--- config.mk ---
export PLATFORM = sky130hd
export DESIGN_NAME = binned_audio_level_decay
export DESIGN_NICKNAME = d
export VERILOG_FILES = /design/src/sv/bald_pkg.sv /design/src/sv/bald_div.sv /design/src/sv/bald_queue.sv /design/src/sv/bald_front.sv /design/src/sv/bald_back.sv /design/src/sv/binned_audio_level_decay.sv
export SDC_FILE = /design/constraint.sdc
export NUM_CORES = 2
export LEC_CHECK = 0
export BUFFER_PORTS_ARGS = -buffer_cell sky130_fd_sc_hd__buf_2
export CAP_MARGIN = 10
export CELL_PAD_IN_SITES_DETAIL_PLACEMENT = 1
export CELL_PAD_IN_SITES_GLOBAL_PLACEMENT = 1
export CORE_ASPECT_RATIO = 0.8
export CORE_MARGIN = 2
export CORE_UTILIZATION = 30
export CTS_CLUSTER_DIAMETER = 40
export DETAILED_ROUTE_END_ITERATION = 10
export GPL_TIMING_DRIVEN = 1
export HOLD_SLACK_MARGIN = 0.1
export PLACE_DENSITY = 0.5
export SETUP_SLACK_MARGIN = 0.2
export SLEW_MARGIN = 20
export SYNTH_ARGS = -nofsm -noshare
export SYNTH_HDL_FRONTEND = slang
export SYNTH_SLANG_ARGS = --single-unit
--- constraint.sdc ---
create_clock -name clock -period 10.5 [get_ports clock]
set_input_delay 0.525 -clock clock [delete_from_list [all_inputs] [get_ports clock]]
set_output_delay 0.525 -clock clock [all_outputs]
set_load 0.01 [all_outputs]
--- src/sv/bald_pkg.sv ---
// Shared types, field widths and width helpers for the binned audio level meter.
package bald_pkg;

   localparam int SAMPLE_W    = 16;
   localparam int BLOCK_W     = 13;
   localparam int NUM_BINS_W  = 7;
   localparam int INDEX_W     = 6;
   localparam int LEVEL_W     = 16;

   localparam logic [NUM_BINS_W-1:0] NUM_BINS_RESET = 7'd16;
   localparam logic [LEVEL_W-1:0]    LEVEL_FULL     = 16'h8000;

   typedef struct packed {
      logic signed [SAMPLE_W-1:0] sample;
      logic [BLOCK_W-1:0]         block_samples;
   } bald_req_type;

   typedef struct packed {
      logic [INDEX_W-1:0] bin_index;
      logic [LEVEL_W-1:0] level;
   } bald_rsp_type;

   // bin index into the level store
   function automatic int idx_w(input int nbins);
      return (nbins > 1) ? $clog2(nbins) : 1;
   endfunction

   // block length / position / bin length
   function automatic int len_w(input int block);
      return $clog2(block + 1);
   endfunction

   // bin counter, must hold MAX_BINS + 1
   function automatic int cnt_w(input int nbins);
      return $clog2(nbins + 2);
   endfunction

   // running magnitude sum of one bin
   function automatic int sum_w(input int block);
      return $clog2(longint'(block) * 32768 + 1);
   endfunction

   // bin boundary products (b+1)*T and (p+1)*N
   function automatic int prod_w(input int nbins, input int block);
      return $clog2(longint'(nbins + 1) * longint'(block + 2));
   endfunction

endpackage

--- src/sv/bald_div.sv ---
// Restoring divider, one quotient bit per cycle.
module bald_div import bald_pkg::*; #(
   parameter int NW = 28,
   parameter int DW = 13
) (
   input  logic          clock,
   input  logic          reset,
   input  logic          start,
   input  logic [NW-1:0] num,
   input  logic [DW-1:0] den,
   output logic          busy,
   output logic [NW-1:0] quo
);

   localparam int KW = $clog2(NW + 1);

   logic          busy_ff;
   logic [KW-1:0] cnt_ff;
   logic [DW-1:0] rem_ff;
   logic [DW-1:0] den_ff;
   logic [NW-1:0] quo_ff;

   logic [DW:0]   rem_sh;
   logic          ge;
   logic [DW-1:0] rem_in;

   assign rem_sh = {rem_ff, quo_ff[NW-1]};
   assign ge     = rem_sh >= {1'b0, den_ff};
   assign rem_in = ge ? DW'(rem_sh - {1'b0, den_ff}) : DW'(rem_sh);

   always_ff @(posedge clock) begin
      if (reset) begin
         busy_ff <= 1'b0;
         cnt_ff  <= '0;
      end else if (start) begin
         busy_ff <= 1'b1;
         cnt_ff  <= KW'(NW);
      end else if (busy_ff) begin
         busy_ff <= (cnt_ff != KW'(1));
         cnt_ff  <= cnt_ff - KW'(1);
      end
   end

   always_ff @(posedge clock) begin
      if (start) begin
         rem_ff <= '0;
         den_ff <= den;
         quo_ff <= num;
      end else if (busy_ff) begin
         rem_ff <= rem_in;
         quo_ff <= {quo_ff[NW-2:0], ge};
      end
   end

   assign busy = busy_ff;
   assign quo  = quo_ff;

endmodule

--- src/sv/bald_queue.sv ---
// Four-entry queue of closed bins between the front and back parts.
module bald_queue import bald_pkg::*; #(
   parameter int W = 8
) (
   input  logic         clock,
   input  logic         reset,
   input  logic         push,
   input  logic [W-1:0] push_data,
   output logic         full,
   input  logic         pop,
   output logic [W-1:0] pop_data,
   output logic         empty
);

   localparam int DEPTH = 4;
   localparam int AW    = $clog2(DEPTH);

   logic [W-1:0]  mem_ff [DEPTH];
   logic [AW-1:0] wr_ptr_ff;
   logic [AW-1:0] rd_ptr_ff;
   logic [AW:0]   count_ff;

   assign full     = (count_ff == (AW+1)'(DEPTH));
   assign empty    = (count_ff == '0);
   assign pop_data = mem_ff[rd_ptr_ff];

   always_ff @(posedge clock) begin
      if (reset) begin
         wr_ptr_ff <= '0;
         rd_ptr_ff <= '0;
         count_ff  <= '0;
      end else begin
         if (push) begin
            wr_ptr_ff <= wr_ptr_ff + AW'(1);
         end
         if (pop) begin
            rd_ptr_ff <= rd_ptr_ff + AW'(1);
         end
         if (push && !pop) begin
            count_ff <= count_ff + (AW+1)'(1);
         end else if (pop && !push) begin
            count_ff <= count_ff - (AW+1)'(1);
         end
      end
   end

   always_ff @(posedge clock) begin
      if (push) begin
         mem_ff[wr_ptr_ff] <= push_data;
      end
   end

endmodule

--- src/sv/bald_front.sv ---
// Front part: tracks bin bounds, accumulates magnitudes, queues closed bins.
module bald_front import bald_pkg::*; #(
   parameter  int MAX_BINS  = 64,
   parameter  int MAX_BLOCK = 4096,
   localparam int IW = idx_w(MAX_BINS),
   localparam int TW = len_w(MAX_BLOCK),
   localparam int SW = sum_w(MAX_BLOCK)
) (
   input  logic                  clock,
   input  logic                  reset,
   input  logic [NUM_BINS_W-1:0] num_bins,
   input  logic                  req_valid,
   output logic                  req_ready,
   input  bald_req_type          req_payload,
   output logic                  job_push,
   output logic [IW-1:0]         job_idx,
   output logic [SW-1:0]         job_sum,
   output logic [TW-1:0]         job_len,
   input  logic                  job_full
);

   localparam int BW = cnt_w(MAX_BINS);
   localparam int PW = prod_w(MAX_BINS, MAX_BLOCK);
   localparam int XW = (BLOCK_W > TW) ? BLOCK_W : TW;
   localparam int CW = (NUM_BINS_W > BW) ? NUM_BINS_W : BW;

   typedef enum logic [1:0] {ST_START, ST_OPEN, ST_SCAN, ST_RUN} state_type;

   state_type     state_ff;
   logic [TW-1:0] pos_ff;
   logic [TW-1:0] start_ff;
   logic [TW-1:0] topen_ff;
   logic [TW-1:0] bend_ff;
   logic [BW-1:0] first_ff;
   logic [BW-1:0] b_ff;
   logic [BW-1:0] n_ff;
   logic [PW-1:0] rhs_ff;
   logic [PW-1:0] prod_ff;
   logic [PW-1:0] lim_ff;
   logic [PW-1:0] mark_ff;
   logic          tail_ff;
   logic [IW-1:0] cur_ff;
   logic [SW-1:0] sum_ff;

   logic [XW-1:0] t_ext;
   logic [TW-1:0] t_c;
   logic [CW-1:0] bc_ext;
   logic [BW-1:0] n_eff;
   logic [15:0]   s_u;
   logic [16:0]   mag;
   logic [SW-1:0] sum_nx;
   logic [TW-1:0] pos1;
   logic          acc;
   logic          close_end;
   logic          close_bin;

   assign t_ext = XW'(req_payload.block_samples);
   always_comb begin
      priority if (t_ext == '0) begin
         t_c = TW'(1);
      end else if (t_ext > XW'(MAX_BLOCK)) begin
         t_c = TW'(MAX_BLOCK);
      end else begin
         t_c = TW'(t_ext);
      end
   end

   assign bc_ext = CW'(num_bins);
   always_comb begin
      priority if (bc_ext == '0) begin
         n_eff = BW'(1);
      end else if (bc_ext > CW'(MAX_BINS)) begin
         n_eff = BW'(MAX_BINS);
      end else begin
         n_eff = BW'(bc_ext);
      end
   end

   // most negative sample maps to 32768
   assign s_u    = req_payload.sample;
   assign mag    = s_u[15] ? (17'h10000 - {1'b0, s_u}) : {1'b0, s_u};
   assign sum_nx = sum_ff + SW'(mag);
   assign pos1   = pos_ff + TW'(1);

   // lim holds (b+1)*T; the bin ends at the first position p+1 with (p+2)*N > lim
   assign close_end = (pos1 >= t_c);
   assign close_bin = tail_ff ? (pos1 == bend_ff) : (lim_ff < mark_ff);

   assign req_ready = (state_ff == ST_RUN) && !job_full;
   assign acc       = req_valid && req_ready;
   assign job_push  = acc && (close_end || close_bin);
   assign job_idx   = cur_ff;
   assign job_sum   = sum_nx;
   assign job_len   = pos1 - start_ff;

   always_ff @(posedge clock) begin
      if (reset) begin
         state_ff <= ST_START;
         pos_ff   <= '0;
         sum_ff   <= '0;
         tail_ff  <= 1'b0;
      end else begin
         unique case (state_ff)
            ST_START: begin
               if (req_valid) begin
                  start_ff <= '0;
                  first_ff <= '0;
                  topen_ff <= t_c;
                  state_ff <= ST_OPEN;
               end
            end
            ST_OPEN: begin
               n_ff     <= n_eff;
               rhs_ff   <= (PW'(start_ff) + PW'(1)) * PW'(n_eff);
               prod_ff  <= (PW'(first_ff) + PW'(1)) * PW'(topen_ff);
               b_ff     <= first_ff;
               state_ff <= ST_SCAN;
            end
            ST_SCAN: begin
               priority if (b_ff >= n_ff) begin
                  // no bin left: tail bin runs to the block end
                  tail_ff  <= 1'b1;
                  cur_ff   <= IW'(n_ff - BW'(1));
                  bend_ff  <= topen_ff;
                  state_ff <= ST_RUN;
               end else if (prod_ff >= rhs_ff) begin
                  tail_ff  <= 1'b0;
                  cur_ff   <= IW'(b_ff);
                  lim_ff   <= prod_ff;
                  mark_ff  <= rhs_ff + PW'(n_ff);
                  state_ff <= ST_RUN;
               end else begin
                  b_ff    <= b_ff + BW'(1);
                  prod_ff <= prod_ff + PW'(topen_ff);
               end
            end
            ST_RUN: begin
               if (acc) begin
                  if (close_end) begin
                     pos_ff   <= '0;
                     sum_ff   <= '0;
                     state_ff <= ST_START;
                  end else if (close_bin) begin
                     pos_ff   <= pos1;
                     sum_ff   <= '0;
                     start_ff <= pos1;
                     first_ff <= BW'(cur_ff) + BW'(1);
                     topen_ff <= t_c;
                     state_ff <= ST_OPEN;
                  end else begin
                     pos_ff  <= pos1;
                     sum_ff  <= sum_nx;
                     mark_ff <= mark_ff + PW'(n_ff);
                  end
               end
            end
            default: state_ff <= ST_START;
         endcase
      end
   end

endmodule

--- src/sv/bald_back.sv ---
// Back part: bin mean by division, clamp, decayed peak update, result register.
module bald_back import bald_pkg::*; #(
   parameter  int MAX_BINS  = 64,
   parameter  int MAX_BLOCK = 4096,
   localparam int IW = idx_w(MAX_BINS),
   localparam int TW = len_w(MAX_BLOCK),
   localparam int SW = sum_w(MAX_BLOCK)
) (
   input  logic          clock,
   input  logic          reset,
   input  logic          job_empty,
   input  logic [IW-1:0] job_idx,
   input  logic [SW-1:0] job_sum,
   input  logic [TW-1:0] job_len,
   output logic          job_pop,
   output logic          rsp_valid,
   input  logic          rsp_ready,
   output bald_rsp_type  rsp_payload
);

   typedef enum logic [1:0] {ST_IDLE, ST_DIV, ST_FIN} state_type;

   state_type          state_ff;
   logic [IW-1:0]      idx_ff;
   logic               rsp_valid_ff;
   bald_rsp_type       rsp_payload_ff;

   logic [LEVEL_W-1:0] store_ff [MAX_BINS];
   logic [MAX_BINS-1:0] vld_ff;
   logic [LEVEL_W-1:0] rd_ff;
   logic               rdv_ff;

   logic               div_busy;
   logic [SW-1:0]      quo;
   logic [LEVEL_W-1:0] lvl;
   logic [LEVEL_W-1:0] old;
   logic [LEVEL_W-1:0] dec;
   logic [LEVEL_W-1:0] nv;
   logic               out_free;
   logic               wr_en;

   bald_div #(
      .NW (SW),
      .DW (TW)
   ) u_div (
      .clock (clock),
      .reset (reset),
      .start (job_pop),
      .num   (job_sum),
      .den   (job_len),
      .busy  (div_busy),
      .quo   (quo)
   );

   assign job_pop  = (state_ff == ST_IDLE) && !job_empty;
   assign out_free = !rsp_valid_ff || rsp_ready;
   assign wr_en    = (state_ff == ST_FIN) && out_free;

   assign lvl = (quo > SW'(LEVEL_FULL)) ? LEVEL_FULL : LEVEL_W'(quo);
   assign old = rdv_ff ? rd_ff : '0;
   assign dec = old - (old >> 2);
   assign nv  = (dec > lvl) ? dec : lvl;

   // level store, read when the bin is popped
   always_ff @(posedge clock) begin
      if (job_pop) begin
         rd_ff <= store_ff[job_idx];
      end
      if (wr_en) begin
         store_ff[idx_ff] <= nv;
      end
   end

   // unwritten entries read as zero
   always_ff @(posedge clock) begin
      if (reset) begin
         vld_ff <= '0;
      end else if (wr_en) begin
         vld_ff[idx_ff] <= 1'b1;
      end
   end

   always_ff @(posedge clock) begin
      if (reset) begin
         state_ff     <= ST_IDLE;
         rsp_valid_ff <= 1'b0;
      end else begin
         if (wr_en) begin
            rsp_valid_ff <= 1'b1;
         end else if (rsp_ready) begin
            rsp_valid_ff <= 1'b0;
         end
         unique case (state_ff)
            ST_IDLE: begin
               if (job_pop) begin
                  idx_ff   <= job_idx;
                  rdv_ff   <= vld_ff[job_idx];
                  state_ff <= ST_DIV;
               end
            end
            ST_DIV: begin
               if (!div_busy) begin
                  state_ff <= ST_FIN;
               end
            end
            ST_FIN: begin
               if (out_free) begin
                  rsp_payload_ff.bin_index <= INDEX_W'(idx_ff);
                  rsp_payload_ff.level     <= nv;
                  state_ff                 <= ST_IDLE;
               end
            end
            default: state_ff <= ST_IDLE;
         endcase
      end
   end

   assign rsp_valid   = rsp_valid_ff;
   assign rsp_payload = rsp_payload_ff;

endmodule

--- src/sv/binned_audio_level_decay.sv ---
// Top level of the binned audio level meter with per-bin peak decay.
// Throughput: one sample per cycle inside a bin while the queue is not full. After a bin closes
// req_ready stays low through ST_OPEN and ST_SCAN, which steps over each empty bin; a block
// start also passes through ST_START. The back part takes one closed bin at a time through
// ST_IDLE, ST_DIV and ST_FIN; a result passes the queue, the divider and the result register.
// Synchronous reset clears the bin count to 16, all levels to zero and the block position.
module binned_audio_level_decay import bald_pkg::*; #(
   parameter int MAX_BINS  = 64,
   parameter int MAX_BLOCK = 4096
) (
   input  logic                  clock,
   input  logic                  reset,
   input  logic                  req_valid,
   output logic                  req_ready,
   input  bald_req_type          req_payload,
   output logic                  rsp_valid,
   input  logic                  rsp_ready,
   output bald_rsp_type          rsp_payload,
   input  logic                  csr_valid,
   output logic                  csr_ready,
   input  logic [NUM_BINS_W-1:0] csr_data
);

   localparam int IW = idx_w(MAX_BINS);
   localparam int TW = len_w(MAX_BLOCK);
   localparam int SW = sum_w(MAX_BLOCK);
   localparam int QW = IW + SW + TW;

   logic [NUM_BINS_W-1:0] num_bins_ff;

   logic          job_push;
   logic [IW-1:0] push_idx;
   logic [SW-1:0] push_sum;
   logic [TW-1:0] push_len;
   logic          job_full;
   logic          job_pop;
   logic          job_empty;
   logic [QW-1:0] pop_data;

   assign csr_ready = 1'b1;

   always_ff @(posedge clock) begin
      if (reset) begin
         num_bins_ff <= NUM_BINS_RESET;
      end else if (csr_valid && csr_ready) begin
         num_bins_ff <= csr_data;
      end
   end

   bald_front #(
      .MAX_BINS  (MAX_BINS),
      .MAX_BLOCK (MAX_BLOCK)
   ) u_front (
      .clock       (clock),
      .reset       (reset),
      .num_bins    (num_bins_ff),
      .req_valid   (req_valid),
      .req_ready   (req_ready),
      .req_payload (req_payload),
      .job_push    (job_push),
      .job_idx     (push_idx),
      .job_sum     (push_sum),
      .job_len     (push_len),
      .job_full    (job_full)
   );

   bald_queue #(
      .W (QW)
   ) u_queue (
      .clock     (clock),
      .reset     (reset),
      .push      (job_push),
      .push_data ({push_idx, push_sum, push_len}),
      .full      (job_full),
      .pop       (job_pop),
      .pop_data  (pop_data),
      .empty     (job_empty)
   );

   bald_back #(
      .MAX_BINS  (MAX_BINS),
      .MAX_BLOCK (MAX_BLOCK)
   ) u_back (
      .clock       (clock),
      .reset       (reset),
      .job_empty   (job_empty),
      .job_idx     (pop_data[QW-1 -: IW]),
      .job_sum     (pop_data[TW +: SW]),
      .job_len     (pop_data[TW-1:0]),
      .job_pop     (job_pop),
      .rsp_valid   (rsp_valid),
      .rsp_ready   (rsp_ready),
      .rsp_payload (rsp_payload)
   );

endmodule

==> flow_summary.toml <==
[yosys]
yosysWarnings = 0
synth_top_family_by_area = "multiplexers"
synthCells = 5120
synth_xor_area_frac = 0.02359
syn_area_per_cell_um2 = 14.40
synthMuxAreaShare = 0.09920
synthArstFlopShare = 0
ys_seq_area_frac = 0.6263
synth_compound_area_frac = 0.05664
synth_simple_gate_area_frac = 0.08964
synthFlopType = "edfxtp_1"
ys_ff_latch = 1586
synth_fa_ha_area_frac = 0.07486
syn_nets = 5524
synth_edf_count = 1440
syn_area_um2 = 73710
ys_types = 84

[cells_and_area]
stdcell_count = 8883
syn2layout_area_growth_pct = 19.22
layout.cells.most_common = "edfxtp_1"
nets = 5784
seq_area_um2 = 46170
fillerInstances = 25160
drive_gt1_frac = 0.1866
fin_area_um2 = 87880
multi_input_area_um2 = 25620
final_cell_mix = "edfxtp_1, nand2_1, nor2_1"

[pwr]
p_sw_uw = 11100
p_comb_frac = 0.342
cell_internal_pwr_uw = 19080
power_frac_clock = 0.300
power_density_nw_per_um2 = 343.4
max-vdd-ir-drop_uv = 665.9
seq_power_share = 0.358
p_leak_uw = 0.03103
switching_share = 0.3678

[run_status]
status = "finished, final reports clean"

[timing]
finalSetupTns_ns = 0
max_slew_margin = 0.2450
finalClockSkew_ns = 0.06624
setup_viol = 0
worst_pin_slew_ns = 1.125
slew_viol_final = 0
hold_viol = 0
period_share = 0.6450
rsz0062_at_grt = "false"
finalCriticalPeriod_ns = 6.772
fmax_mhz = 147.7
hold_slack_ns = 0.1466

[global_route]
grt_overflow_total = 0
grt_pass1_vias = 46410
grt.met1_usage = 0.2417
antenna_found_initial = 9
use_met2 = 0.2645
grt_pass1_wl_um = 313400
use_met3 = 0.03018
grt_util_all_layers = 0.1689
grt_max_degree = 110
grt-busiest-layer = "met2"

[die]
die_x_um = 558.2
die_area_um2 = 249700
dieHeight_um = 447.4
io_pins = 66
core_area_um2 = 244000
initial_utilization = 0.3020
fp-row-count = 162

[routing]
drt_wl_total_um = 211000
wl_per_cell_um = 23.75
drt_iter0_markers = 2843
num_vias = 43800
first_pass_iters = 7
antenna_left = 0
routed_via_density = 4.931
drc = 0

[critical_path]
cp-start-kind = "flop"
end_kind = "flop"
path_class = "flop to flop"
arrival_ns = 7.36
required_ns = 11.09
critPathMaxFanout = 17

[placed_design]
detailed_place_hpwl_um = 133900
place_congestion = 0.7860
place_area_um2 = 78430
dp.cells = 8376
io_buffers = 64

[clock_network]
post_cts_resized = 0
clkSinkCount = 1586
clkSlewWorstSetupHoldPaths_ns = 0.06
numCtsBuffers = 270
cts_tree = "done"
clk_latency_ns = 0.85
clockBufferDepth = 4
clock-root-buffer = "clkbuf_16"
htreeDepth = 5

[hold_path]
hp-class = "input pin to flop"

[flow_run]
cap_violations = 0
==> Yosys cell counts, drive strengths merged (16+ instances only) <==
master	instances	share of area
dfxtp	146	0.040
nor3	62	0.0044
ha	233	0.040
fa	130	0.035
nor2	405	0.021
nand2b	60	0.0051
buf	107	0.0078
nand2	466	0.024
inv	318	0.016
and2	83	0.0070
nor2b	75	0.0064
a211oi	51	0.0052
or3	25	0.0022
o22ai	34	0.0029
a21o	33	0.0034
edfxtp	1440	0.59
nor4	23	0.0020
a21oi	159	0.011
xnor2	141	0.017
o21a	18	0.0018
a221oi	20	0.0024
and3	30	0.0025
o22a	16	0.0019
nand3	102	0.0070
mux2	18	0.0027
mux2i	78	0.011
nand4	51	0.0045
a31oi	64	0.0054
a311oi	19	0.0023
mux4	281	0.086
o21ai	113	0.0077
xor2	55	0.0065
clkbuf	112	0.0057
==> sequential cells by signal (all words and copies together) (netlist names), 16 cells and up, named ones only <==
register and count:
u_back.rd_ff 16, u_back.rsp_payload 22, u_back.store_ff 1024, u_back.u_div.quo 28, u_back.vld_ff 64, u_front.lim_ff 19
u_front.mark_ff 19, u_front.prod_ff 19, u_front.rhs_ff 19, u_front.sum_ff 28, u_queue.mem_ff 188
==> worst paths after layout <==
check                   endpoint           startpoint  depth (start not counted)  slack, ns
max          u_front.prod_ff[18]  u_front.first_ff[0]                         21       3.73
min          u_front.topen_ff[6]       req_payload[6]                          3       0.15
max reg2reg  u_front.prod_ff[18]  u_front.first_ff[0]                         21       3.73
min reg2reg    u_front.sum_ff[0]    u_front.sum_ff[0]                          2       0.46
==> repair_timing <==
item,CTS,global route
setup buffers,0,0
endpoints found under the hold margin,31,0
hold buffers,12,0
==> power by group through the flow <==
stage	registers [µW]	logic, µW	clock network [µW]
3_3_place_gp	10900	10300	0
2_1_floorplan	10800	6240	0
3_5_place_dp	10900	10600	0
4_1_cts	10800	10600	9250
5_1_grt	10900	11600	9500
6_report	10800	10300	9040
==> logic make-up (layout without fill, tap and decap cells) <==
logic type / count (synthesis) / count (layout)
DFF: 1586 / 1586
and+or+nand+nor: 1420 / 1420
AOI/OAI and AO/OA: 638 / 638
buffers and inverters: 537 / 1013
muxes: 377 / 377
adders and majority gates: 363 / 363
xor gates and xnor gates: 197 / 197
other: 2 / 9
==> through the flow <==
stage | utilization | setup slack, ns | total power, µW
floorplan | - | 3.635 | 17080
global placement | 0.3213 | 3.755 | 21260
detailed placement | 0.3214 | 3.714 | 21520
CTS | 0.3599 | 3.713 | 30710
global route | 0.3600 | 3.227 | 31930
finish | 0.3601 | 3.728 | 30180
==> layer usage <==
metal / wire length, µm / part of all wire
met5: 0 / 0
met4: 4839 / 0.023
met3: 9857 / 0.047
met2: 96170 / 0.46
met1: 100200 / 0.47
==> layout make-up <==
| class | count | area share |
|---|---|---|
| well taps | 3280 | 0.04670 |
| clock inverters | 175 | 0.02361 |
| clock buffers | 313 | 0.08205 |
| diodes | 7 | 0.0001993 |
| inverters | 318 | 0.01378 |
| multi-input cells | 2997 | 0.2916 |
| flip-flops and latches | 1586 | 0.5254 |
| repair buffers | 207 | 0.01670 |
==> critical path, cell delays in order, from the launching register on <==
cell and delay, ns:
edfxtp_1 0.73, ha_1 0.29, nand3_1 0.14, nor2_1 0.16, xor2_1 0.66, nand2_1 0.18, fa_1 0.52, fa_1 0.54
inv_1 0.06, fa_1 0.54, inv_1 0.06, fa_1 0.53, inv_1 0.04, ha_1 0.33, o21a_1 0.20, o21ai_0 0.18
a21oi_1 0.10, o41a_1 0.41, a41oi_1 0.37, a21oi_1 0.14, mux2i_1 0.15, o211a_1 0.21
(Power assumes the default switching activity.)
